$ cat config.mk
export PLATFORM = sky130hd
export DESIGN_NAME = hre_div
export DESIGN_NICKNAME = d
export VERILOG_FILES = /design/src/hdl/hre_pkg.sv /design/src/hdl/hre_div.sv
export SDC_FILE = /design/constraint.sdc
export NUM_CORES = 1
export LEC_CHECK = 0
export BUFFER_PORTS_ARGS = -buffer_cell sky130_fd_sc_hd__buf_2
export CAP_MARGIN = 10
export CELL_PAD_IN_SITES_DETAIL_PLACEMENT = 0
export CELL_PAD_IN_SITES_GLOBAL_PLACEMENT = 2
export CORE_MARGIN = 4
export CORE_UTILIZATION = 40
export CTS_CLUSTER_DIAMETER = 200
export DETAILED_ROUTE_END_ITERATION = 10
export GPL_ROUTABILITY_DRIVEN = 0
export PLACE_DENSITY = 0.87
export SLEW_MARGIN = 20
export SYNTH_ARGS = -nofsm -noshare
export SYNTH_HDL_FRONTEND = slang
export SYNTH_SLANG_ARGS = --single-unit
$ cat constraint.sdc
create_clock -name i_clk -period 4.4 [get_ports i_clk]
set_input_delay 0.88 -clock i_clk [delete_from_list [all_inputs] [get_ports i_clk]]
set_output_delay 0.88 -clock i_clk [all_outputs]
set_load 0.01 [all_outputs]
$ cat src/hdl/hre_pkg.sv
`timescale 1ns / 1ps
package hre_pkg;

    localparam int MAX_STATES  = 16;
    localparam int MAX_SYMBOLS = 32;
    localparam int ACC_WIDTH   = 32;
    localparam int FRAC_BITS   = 16;

    localparam int ST_W    = $clog2(MAX_STATES);
    localparam int SYM_W   = $clog2(MAX_SYMBOLS);
    localparam int TR_AW   = 2 * ST_W;
    localparam int EM_AW   = ST_W + SYM_W;
    localparam int NUM_W   = ACC_WIDTH + 2;
    localparam int DEN_W   = ACC_WIDTH + 6;
    localparam int VAL_W   = 16;
    localparam int FIRST_W = 16;
    localparam int TOTAL_W = 20;
    localparam int CNT_W   = $clog2(FRAC_BITS + 1);

    typedef enum logic [1:0] {
        FUNC_GAMMA = 2'd0,
        FUNC_XI    = 2'd1,
        FUNC_QUERY = 2'd2,
        FUNC_CLEAR = 2'd3
    } t_func;

    typedef enum logic [1:0] {
        TBL_INIT  = 2'd0,
        TBL_TRANS = 2'd1,
        TBL_EMIS  = 2'd2
    } t_table;

    typedef enum logic [1:0] {
        CFG_EPSILON = 2'd0,
        CFG_STATES  = 2'd1,
        CFG_SYMBOLS = 2'd2
    } t_cfg_idx;

    typedef enum logic [2:0] {
        S_CLEAR,
        S_IDLE,
        S_READ,
        S_MUL,
        S_SUM,
        S_DIV
    } t_state;

    typedef struct packed {
        logic             start;
        logic             bad;
        logic [NUM_W-1:0] num;
        logic [DEN_W-1:0] den;
    } t_div_req;

    typedef struct packed {
        logic             done;
        logic [VAL_W-1:0] value;
        logic             zero;
    } t_div_rsp;

    function automatic logic [ACC_WIDTH-1:0] sat_acc(input logic [ACC_WIDTH-1:0] a,
                                                     input logic [15:0] b);
        logic [ACC_WIDTH:0] s;
        s = {1'b0, a} + (ACC_WIDTH + 1)'(b);
        return s[ACC_WIDTH] ? {ACC_WIDTH{1'b1}} : s[ACC_WIDTH-1:0];
    endfunction

endpackage

$ cat src/hdl/hre_div.sv
`timescale 1ns / 1ps
module hre_div (
    input  logic              i_clk,
    input  logic              i_rst_n,
    input  hre_pkg::t_div_req i_req,
    input  logic              i_ack,
    output hre_pkg::t_div_rsp o_rsp
);

    logic                            r_busy, n_busy;
    logic                            r_done, n_done;
    logic [hre_pkg::DEN_W-1:0]       r_rem, n_rem;
    logic [hre_pkg::DEN_W-1:0]       r_den, n_den;
    logic [hre_pkg::VAL_W-1:0]       r_q, n_q;
    logic                            r_zero, n_zero;
    logic [hre_pkg::CNT_W-1:0]       r_cnt, n_cnt;
    logic [hre_pkg::DEN_W:0]         w_shift;
    logic                            w_ge;

    assign w_shift = {r_rem, 1'b0};
    assign w_ge    = w_shift >= {1'b0, r_den};

    always_comb begin
        n_busy = r_busy;
        n_done = r_done;
        n_rem  = r_rem;
        n_den  = r_den;
        n_q    = r_q;
        n_zero = r_zero;
        n_cnt  = r_cnt;
        if (r_done && i_ack) begin
            n_done = 1'b0;
        end
        if (i_req.start && !r_busy && !r_done) begin
            n_zero = 1'b0;
            n_q    = '0;
            n_rem  = hre_pkg::DEN_W'(i_req.num);
            n_den  = i_req.den;
            n_cnt  = '0;
            priority if (i_req.bad) begin
                n_done = 1'b1;
            end else if (i_req.den == '0) begin
                n_zero = 1'b1;
                n_done = 1'b1;
            end else if (hre_pkg::DEN_W'(i_req.num) >= i_req.den) begin
                n_q    = '1;
                n_done = 1'b1;
            end else begin
                n_busy = 1'b1;
            end
        end else if (r_busy) begin
            // one quotient bit per cycle
            n_rem = w_ge ? hre_pkg::DEN_W'(w_shift - {1'b0, r_den})
                         : hre_pkg::DEN_W'(w_shift);
            n_q   = {r_q[hre_pkg::VAL_W-2:0], w_ge};
            n_cnt = r_cnt + 1'b1;
            if (r_cnt == hre_pkg::CNT_W'(hre_pkg::FRAC_BITS - 1)) begin
                n_busy = 1'b0;
                n_done = 1'b1;
            end
        end
    end

    always_ff @(posedge i_clk) begin
        if (!i_rst_n) begin
            r_busy <= 1'b0;
            r_done <= 1'b0;
            r_cnt  <= '0;
        end else begin
            r_busy <= n_busy;
            r_done <= n_done;
            r_cnt  <= n_cnt;
        end
        r_rem  <= n_rem;
        r_den  <= n_den;
        r_q    <= n_q;
        r_zero <= n_zero;
    end

    assign o_rsp.done  = r_done;
    assign o_rsp.value = r_q;
    assign o_rsp.zero  = r_zero;

`ifndef SYNTH
    a_busy_done_excl: assert property (@(posedge i_clk) disable iff (!i_rst_n)
        !(r_busy && r_done)) else $error("divider busy and done together");
    a_zero_value: assert property (@(posedge i_clk) disable iff (!i_rst_n)
        r_done && r_zero |-> r_q == '0) else $error("zero divisor with nonzero value");
    a_rem_below_den: assert property (@(posedge i_clk) disable iff (!i_rst_n)
        r_busy |-> r_rem < r_den) else $error("remainder not below divisor");
`endif

endmodule

==> results of run 1 <==
Yosys cell counts, drive strengths merged, types with 15 or more instances:
| master | number |
|---|---|
| a21o | 43 |
| a21oi | 59 |
| a31oi | 21 |
| clkbuf | 18 |
| edfxtp | 89 |
| ha | 74 |
| inv | 83 |
| nand2 | 86 |
| nand4 | 16 |
| nor2 | 54 |
| o21ai | 34 |
| xnor2 | 21 |
| xor2 | 15 |
per-layer routing:
layer	vias up	track usage (%)	routed length [um]
li1	3032	-	-
met1	2944	28.7	9740
met2	206	32.0	9420
met3	29	3.38	1190
met4	2	7.05	533
met5	-	0	12
final timing paths:
kind	start	endpoint	slack [ns]	cells past startpoint
worst max-delay path	r_rem[9]	r_rem[27]	0.96	10
worst min-delay path	r_rem[37]	r_rem[37]	0.48	2
worst max register to register	r_rem[9]	r_rem[27]	0.96	10
worst min register to register	r_rem[37]	r_rem[37]	0.48	2
sequential cells by signal, summed over array words and instances (netlist names):
signal	flops
r_zero	1
r_cnt	5
r_done	1
r_den	38
r_q	16
r_rem	38
r_busy	1
final cells by class:
type | count | area share [%]
well taps | 229 | 3.48
clock inverters | 7 | 0.699
clock buffers | 9 | 2.74
repair buffers | 103 | 6.54
flip-flops and latches | 100 | 35.2
multi-input cells | 570 | 47.5
inverters | 84 | 3.86
report_power, final:
part,internal (mW),switching (mW)
Combinational,1.14,1.71
Sequential,1.36,0.139
Clock,0.394,0.391
through the flow:
step / power (mW) / hold slack, ns / setup WS [ns]
floorplan: 3.63 / 0.426 / 1.18
global placement: 4.30 / 0.443 / 0.894
detailed placement: 4.31 / 0.459 / 0.901
CTS: 5.12 / 0.474 / 1.00
global route: 5.52 / 0.499 / 0.827
finish: 5.13 / 0.480 / 0.957
critical path, stage by stage, from the launching register on:
cell and delay, ns:
edfxtp_1 0.39, ha_1 0.56, nand4_1 0.14, o22ai_1 0.38, a2111oi_4 0.09, a211oi_2 0.31, nor3b_2 0.13, o311a_1 0.40
buf_4 0.27, and3_1 0.24, a221o_1 0.27
kinds of logic after synthesis:
kind of cell / Yosys count / share of synthesized area (%)
AOI/OAI and AO/OA: 227 / 21.0
xor gates and xnor gates: 36 / 4.33
adders and majority gates: 75 / 13.0
buffers and inverters: 115 / 6.50
DFF: 100 / 39.8
muxes: 3 / 0.413
and+or+nand+nor: 229 / 14.9
==> key figures, run 1 <==
Run status
  – Status: finished clean

Layout
  – Final core occ: between 40% and 50%
  – Most frequent cells in the layout: buf_2 (94), edfxtp_1 (89), nand2_1 (86), inv_1 (82), ha_1 (74)
  – ANT cells: 0
  – Area grow syn2layout: 13.1%
  – Commonest non-fill, non-tap cell in the layout: buf_2
  – Fill cells: 1762
  – Nets: between 1k and 1.5k
  – Area occupied by registers: 2890 sq um
  – Footprint of the multi-input gates: roughly 3900 sq um
  – Fin area: just over 8000 sq um
  – Fin cells: approximately 1.1k
  – Proportion of layout cells with a drive suffix above 1: between 10% and 20%

Yosys
  – Synth top area share: between 30 and 40%
  – Seq/Total Area, Yosys: 39.8%
  – Synthesized area: 7270 sq um
  – Mean post-synth cell area: ~9 sq um
  – Post-synth top flop: edfxtp_1
  – Yosys cell types: 62
  – Post-Syn Instances: 785
  – Yosys top cell by area: edfxtp_1
  – Synth top area cells: edfxtp_1 (37%), ha_1 (13%), a21o_1 (4.4%)
  – Mapped Nets: 937
  – Ys Warns: 0
  – Post-synth EDFFs: 89
  – Asr flop ratio synth: 0%
  – Yosys reg bits: 100

Critical path
  – Crit Path Class: flip-flop to flip-flop
  – CP max FO: 31
  – Crit path required time: 4.50 ns
  – Setup crit start kind: flip-flop
  – Crit end category: flip-flop
  – Crit path DAT: 3.54 ns

Clocking
  – CTS resizes: 0
  – CTS tree: built
  – Htree depth: 3
  – Maximum clock path buffer count: 2
  – Clock Tree Root: clkbuf_16
  – Total CTS buffers: 9
  – Clock Latency Late Sink: 0.36 ns
  – Clock Sinks: 100
  – Clk slew on worst S/H paths: 0.07 ns
  – Post-CTS Setup Inserts: 0
  – Hold buffer count at cts: 0

Global route
  – Initial antenna violation count: 1
  – Total grt overflow: 0
  – Largest net degree at the start of global routing: 73
  – Vias in the first global route: about 6k
  – Global-route wire length before repair: between 30000 and 40000 um
  – Total GRT Usage: 20.4%

STA
  – Slew of the pin with the lowest slew margin: 0.748 ns
  – Max Fclk: about 0.29 GHz
  – Final worst-path cycle share: 78.3%
  – Rel. slew slack: 50.1%
  – RSZ-0062 raised after global routing: no
  – Max-slew violations: 0
  – Final setup TNS: 0 ns
  – Minimum clock period after layout: approximately 3.4 ns
  – Final Hold Fails: 0
  – Setup Viol. Count Final: 0
  – Setup Skew: 0.0101 ns

Pwr
  – Areal power density over the cells: 624 nW/um^2
  – P_leak: 3.78 nW
  – VDD IR max: 0.265 mV

Min path
  – Hold Crit Class: flip-flop to flip-flop

Detailed routing
  – Vias per inst: 5.64
  – Via count: 6213
  – Post-DRT Antenna Nets: 0
  – Drt first pass iters: 5
  – DR iter-0 viols: about 490
  – Routed len/inst: 19.0 um
  – Drt total wl: 20900 um
  – Drc violations: 0

Floorplan
  – DIE AREA: 20400 sq um
  – I/O pin total: 95
  – Starting Density: 40.6%
  – Core region area: 17900 sq um
  – Die H: 143 um
  – Die W: 143 um
  – Floorplan row count: about 50

Placement
  – I/O Buffers: 94
  – Post-DP HPWL: 16100 um
  – Placed cell areas: approximately 7900 sq um
  – Placed insts: 1086

Job
  – Max-cap violations: 0
No activity file was read; power rests on OpenSTA's default activity.
==> run 2: changes to the inputs <==
--- a/config.mk
+++ b/config.mk
@@ -5,16 +5,17 @@
 export SDC_FILE = /design/constraint.sdc
 export NUM_CORES = 1
 export LEC_CHECK = 0
+export ABC_AREA = 1
 export BUFFER_PORTS_ARGS = -buffer_cell sky130_fd_sc_hd__buf_2
 export CAP_MARGIN = 10
 export CELL_PAD_IN_SITES_DETAIL_PLACEMENT = 0
 export CELL_PAD_IN_SITES_GLOBAL_PLACEMENT = 2
 export CORE_MARGIN = 4
-export CORE_UTILIZATION = 40
+export CORE_UTILIZATION = 31
 export CTS_CLUSTER_DIAMETER = 200
 export DETAILED_ROUTE_END_ITERATION = 10
 export GPL_ROUTABILITY_DRIVEN = 0
-export PLACE_DENSITY = 0.87
+export PLACE_DENSITY = 0.78
 export SLEW_MARGIN = 20
 export SYNTH_ARGS = -nofsm -noshare
 export SYNTH_HDL_FRONTEND = slang
==> constraint.sdc (replaced) <==
create_clock -name i_clk -period 2.86 [get_ports i_clk]
set_input_delay 0.572 -clock i_clk [delete_from_list [all_inputs] [get_ports i_clk]]
set_output_delay 0.572 -clock i_clk [all_outputs]
set_load 0.01 [all_outputs]
==> run 2 against run 1 <==
Clock power rose by 64%. Sequential share of layout area shrank 4.4 points. Critical path type is now primary input to flip-flop. Register-to-register slack got worse by 0.70 ns. Count of clock-buffer cells in the layout unchanged. Largest cell class unchanged. Routed wire length grew 22%.
==> key figures, run 2 <==
Run status
  – Status: finished clean

Floorplan
  – Floorplan row count: between 50 and 60
  – I/O pin total: 95
  – Core region area: about 25000 sq um
  – Die W: 168 um
  – Starting Density: 31.5%
  – Die H: 168 um
  – DIE AREA: 28300 sq um

Critical path
  – Crit path required time: 3.09 ns
  – Crit Path Class: primary input to flip-flop
  – Crit path DAT: 2.90 ns
  – Worst r2r src: r_rem[17]
  – Flop-to-flop setup slack: 0.26 ns
  – FF-to-FF End: r_rem[24]
  – CP max FO: 16
  – Crit end category: flip-flop
  – Setup crit start kind: primary input
  – Cells on worst reg2reg path: 13

Detailed routing
  – Vias per inst: between 4 and 5
  – Drt first pass iters: 6
  – DR iter-0 viols: 399
  – Drc violations: 0
  – Via count: 7245
  – Drt total wl: 25500 um
  – Routed len/inst: roughly 16 um
  – Post-DRT Antenna Nets: 0

Global route
  – Global-route wire length before repair: 40500 um
  – Met1 Track Usage GR: between 20% and 30%
  – Met2 usage in global routing: 29.3%
  – Initial antenna violation count: 0
  – Vias in the first global route: 7405
  – Total grt overflow: 0
  – Largest net degree at the start of global routing: 63
  – Global route hottest layer: met2
  – Met3 global-route usage: 2.68%
  – Total GRT Usage: between 10% and 20%

Yosys
  – Mean post-synth cell area: 7.28 sq um
  – Synth top area cells: edfxtp_1 (34%), nand2_1 (16%), ha_1 (12%)
  – Ys Warns: 0
  – Synthesized area: 7960 sq um
  – Synth top area share: 33.6%
  – Asr flop ratio synth: 0%
  – Mapped Nets: 1246
  – Most frequent cells after synthesis: nand2_1 (335), inv_1 (177), edfxtp_1 (89)
  – Post-synth EDFFs: 89
  – Yosys top cell by area: edfxtp_1
  – Seq/Total Area, Yosys: around 36%
  – Yosys cell types: 43
  – Post-synth top flop: edfxtp_1
  – Yosys reg bits: 100
  – Most common cell in the netlist: nand2_1
  – Post-Syn Instances: around 1.1k

Placement
  – I/O Buffers: 94
  – Placed insts: 1541
  – Post-DP HPWL: 21400 um
  – Placed cell areas: just over 9000 sq um

Pwr
  – Areal power density over the cells: 740 nW/um^2
  – P_leak: 4.70 nW
  – VDD IR max: 0.311 mV

STA
  – Slew of the pin with the lowest slew margin: 0.523 ns
  – Setup Skew: roughly 0.018 ns
  – Max-slew violations: 0
  – Final worst-path cycle share: 93.4%
  – Final Hold Fails: 0
  – RSZ-0062 raised after global routing: no
  – Max Fclk: 0.374 GHz
  – Minimum clock period after layout: 2.67 ns
  – Final setup TNS: 0 ns
  – Setup Viol. Count Final: 0
  – Rel. slew slack: 64.8%

Clocking
  – Maximum clock path buffer count: 2
  – Clock Latency Late Sink: 0.36 ns
  – CTS tree: built
  – Post-CTS Setup Inserts: 0
  – Htree depth: 3
  – Clock Sinks: 100
  – Clock Tree Root: clkbuf_16
  – Clk slew on worst S/H paths: 0.08 ns
  – Total CTS buffers: 9

Layout
  – ANT cells: 0
  – Area grow syn2layout: 18.1%
  – Commonest non-fill, non-tap cell in the layout: nand2_1
  – Most frequent cells in the layout: nand2_1 (334), inv_1 (177), buf_2 (94), edfxtp_1 (89), nor2_1 (82)
  – Fin area: 9400 sq um
  – Fill cells: 2754
  – Nets: 1374
  – Footprint of the multi-input gates: 4220 sq um
  – Area occupied by registers: 2890 sq um
  – Biggest registers after layout: r_den: 38 flops, r_rem: 38 flops, r_q: 16 flops
  – Final core occ: 37.2%
  – Proportion of layout cells with a drive suffix above 1: 14.8%
  – Fin cells: 1557

Min path
  – Min-Delay Endpoint: r_den[2]
  – Hold path cells: 1
  – Hold Crit Class: primary input to flip-flop
  – Hold wc startpoint: i_req[2]

Job
  – Max-cap violations: 0
==> run 2: power by group <==
group | internal [mW] | switching, mW | total [mW]
Sequential | 1.94 | 0.134 | 2.08
Clock | 0.632 | 0.654 | 1.29
Combinational | 1.35 | 2.24 | 3.59
Total | 3.93 | 3.03 | 6.95
==> run 2: routing by layer <==
| metal | up-vias | routed length, um |
|---|---|---|
| met1 | 3307 | 12900 |
| met4 | 0 | 318 |
| met5 | - | 0 |
| met3 | 17 | 964 |
| li1 | 3787 | - |
| met2 | 134 | 11400 |
==> run 2: cell families after synthesis <==
kind of cell	Yosys count	share of synthesized area, %
buffers and inverters	208	10.7
and+or+nand+nor	535	28.1
xor gates and xnor gates	27	2.97
adders and majority gates	75	11.9
AOI/OAI and AO/OA	149	9.97
DFF	100	36.3
==> run 2: worst max-delay path by stage <==
| stage | cells past startpoint | slack [ns] | endpoint | start |
|---|---|---|---|---|
| after global placement | 14 | -0.16 | r_q[1] | i_req[21] |
| after floorplan | 6 | 0.11 | r_den[0] | r_busy |
| after global routing | 14 | 0.009 | r_rem[13] | r_rem[29] |
| final | 14 | 0.19 | r_q[1] | i_req[21] |
| after detailed placement | 14 | -0.19 | r_q[1] | i_req[21] |
| after CTS | 14 | 0.19 | r_q[1] | i_req[21] |
==> run 2: cell type report <==
type                    count  share of cell area [%]
clock buffers               9                    2.40
clock inverters             7                   0.892
inverters                 187                    7.48
multi-input cells         786                    44.9
flip-flops and latches    100                    30.8
well taps                 330                    4.39
repair buffers            138                    9.18
==> run 2: worst max-delay path: stages <==
cell	delay, ns
buf_2	0.10
inv_1	0.04
ha_1	0.28
nand2_1	0.05
inv_1	0.06
nand3_1	0.10
nor3_1	0.28
a21boi_0	0.48
o21ai_0	0.27
nand3_1	0.12
nand2_1	0.07
or2_1	0.25
buf_12	0.16
nand2_1	0.06
==> run 2: repair_timing <==
action / 4_1_cts / 5_1_grt
resized for setup: 0 / 1
setup endpoints to repair: 0 / 1
hold buffers: 0 / 0
==> run 2: through the flow <==
stage,hold slack (ns),setup WS [ns],power [mW]
after CTS,0.389,0.185,7.01
after detailed placement,0.455,-0.190,5.69
after global routing,0.392,0.00860,7.55
after global placement,0.449,-0.161,5.71
final,0.401,0.188,6.95
after floorplan,0.441,0.107,4.50
==> run 3: changes to the inputs <==
--- a/config.mk
+++ b/config.mk
@@ -16,6 +16,7 @@
 export DETAILED_ROUTE_END_ITERATION = 10
 export GPL_ROUTABILITY_DRIVEN = 0
 export PLACE_DENSITY = 0.78
+export RECOVER_POWER = 25
 export SLEW_MARGIN = 20
 export SYNTH_ARGS = -nofsm -noshare
 export SYNTH_HDL_FRONTEND = slang
==> run 3 against run 2 <==
Via count up 0.17%. Non-clock buffer count unchanged. Critical path depth up 1. Critical endpoint unchanged. Setup slack better by 0.010 ns. Routed wire length down 0.20%. Maximum frequency up 0.39%. Count of clock-buffer cells in the layout unchanged. Clock power about the same. Combinational power about the same. Flip-flop and latch count unchanged. Critical path type unchanged.
==> key figures, run 3 (same netlist as run 2, synthesis figures left out) <==
Detailed routing
  – Drt total wl: around 25000 um
  – Drc violations: 0
  – Via count: 7257
  – Vias per inst: 4.66
  – Routed len/inst: ~16 um
  – Drt first pass iters: 5
  – Post-DRT Antenna Nets: 0
  – DR iter-0 viols: 406

STA
  – Setup Skew: 0.0180 ns
  – Slew of the pin with the lowest slew margin: 0.503 ns
  – Rel. slew slack: between 60% and 70%
  – Max-slew violations: 0
  – Worst hold slack: 0.399 ns
  – Final Hold Fails: 0
  – Max Fclk: roughly 0.38 GHz
  – Post-route setup slack: between 0.15 and 0.2 ns
  – Minimum clock period after layout: 2.66 ns
  – Final worst-path cycle share: 93.1%
  – Setup Viol. Count Final: 0
  – RSZ-0062 raised after global routing: no

Floorplan
  – Starting Density: 31.5%
  – Core region area: 25300 sq um
  – Die W: 168 um
  – Floorplan row count: 58
  – DIE AREA: around 28000 sq um
  – Die H: between 150 and 200 um
  – I/O pin total: 95

Placement
  – Placed cell areas: between 9000 and 10000 sq um
  – Post-DP HPWL: approximately 21000 um
  – DP Worst Slack: -0.190 ns
  – I/O Buffers: 94

Critical path
  – Critical path depth: 15
  – Cells on worst reg2reg path: 13
  – CP endpoint: r_q[1]
  – Worst Setup SP: i_req[33]
  – Setup crit start kind: primary input
  – Worst r2r src: r_rem[17]
  – FF-to-FF End: r_rem[24]
  – Flop-to-flop setup slack: approximately 0.27 ns
  – Crit path required time: 3.09 ns
  – Slowest library cell on the worst path: nor2_1
  – Crit Path Class: primary input to flip-flop
  – CP max FO: 16
  – Top delay family on crit path: simple AND/OR/NAND/NOR gates
  – CP bufs+invs: 4
  – Crit path DAT: 2.89 ns
  – CP Cell Sequence: clkbuf_1 -> inv_1 -> ha_1 -> nand2_1 -> inv_1 -> nand3_1 -> nor2_1 -> nand3_1 -> nor2_1 -> nor2_1 -> nand3_1 -> nand2_1 -> or2_1 -> buf_12 -> nand2_1
  – Crit end category: flip-flop
  – Worst path max stage delay: 0.34 ns

Layout
  – Final core occ: 37.0%
  – Nets: 1374
  – Biggest registers after layout: r_den: 38 flops, r_rem: 38 flops, r_q: 16 flops
  – Commonest non-fill, non-tap cell in the layout: nand2_1
  – Fin area: 9350 sq um
  – Most frequent cells in the layout: nand2_1 (334), inv_1 (178), edfxtp_1 (89), nor2_1 (82), ha_1 (74)
  – Area grow syn2layout: 17.5%
  – ANT cells: 0
  – Proportion of layout cells with a drive suffix above 1: 11.5%

Run status
  – Status: finished clean

Clocking
  – Hold buffer count at cts: 0
  – Total CTS buffers: 9
  – CTS tree: built
  – Post-CTS Setup Inserts: 0
  – Maximum clock path buffer count: 2
  – Clock Tree Root: clkbuf_16
  – Clock Sinks: 100
  – Clock Latency Late Sink: ~0.36 ns
  – Clk slew on worst S/H paths: around 0.080 ns
  – CTS resizes: 0
  – Htree depth: 3

Global route
  – Global-route wire length before repair: 40500 um
  – Initial antenna violation count: 0
  – Total grt overflow: 0
  – Total GRT Usage: 18.2%
  – Largest net degree at the start of global routing: 63
  – Vias in the first global route: between 7k and 8k

Pwr
  – Final Power: ~7 mW
  – VDD IR max: 0.311 mV
  – Areal power density over the cells: 743 nW/um^2
  – P_leak: 4.59 nW

Job
  – Max-cap violations: 0

Min path
  – Hold path cells: 1
  – Hold Crit Class: primary input to flip-flop
==> run 3: changes by cell type in the layout (fill, tap and decap cells not counted) <==
cell      previous run  this run
inv_2                9         8
clkbuf_1             0        40
buf_2               94        54
inv_1              177       178
==> run 3: area by class of cell <==
class                           instances  area [sq um]
Fill cell                            2773         15900
Multi-Input combinational cell        786          4220
Sequential cell                       100          2890
Timing Repair Buffer                  138           813
Inverter                              187           703
Tap cell                              330           413
Clock buffer                            9           225
Clock inverter                          7          83.8
==> run 3: worst min-delay path by stage <==
stage                     slack, ns  startpoint         to
after floorplan                0.44    r_cnt[4]   r_cnt[4]
after global placement         0.45    r_cnt[4]   r_cnt[4]
after detailed placement       0.45    r_cnt[4]   r_cnt[4]
after CTS                      0.39   i_req[31]  r_den[31]
after global routing           0.39   i_req[31]  r_den[31]
final                          0.40    i_req[2]   r_den[2]
==> run 3: per-stage QoR <==
stage,instances,setup TNS [ns]
floorplan,1094,0
global placement,1541,-2.53
CTS,1557,0
finish,1557,0
detailed placement,1541,-2.94
global route,1557,0
==> run 3: metal layers <==
metal	GRT usage [%]	part of all wire [%]
met2	29.3	45
met3	2.68	3.8
met1	25.9	50
met5	0	0
met4	3.74	1.1
==> run 3: report_power, final <==
group | internal [mW] | leakage (nW) | switching (mW) | total, mW
registers | 1.94 | 0.960 | 0.133 | 2.08
clock network | 0.632 | 0.150 | 0.655 | 1.29
logic | 1.34 | 3.48 | 2.24 | 3.58
total | 3.92 | 4.59 | 3.03 | 6.95
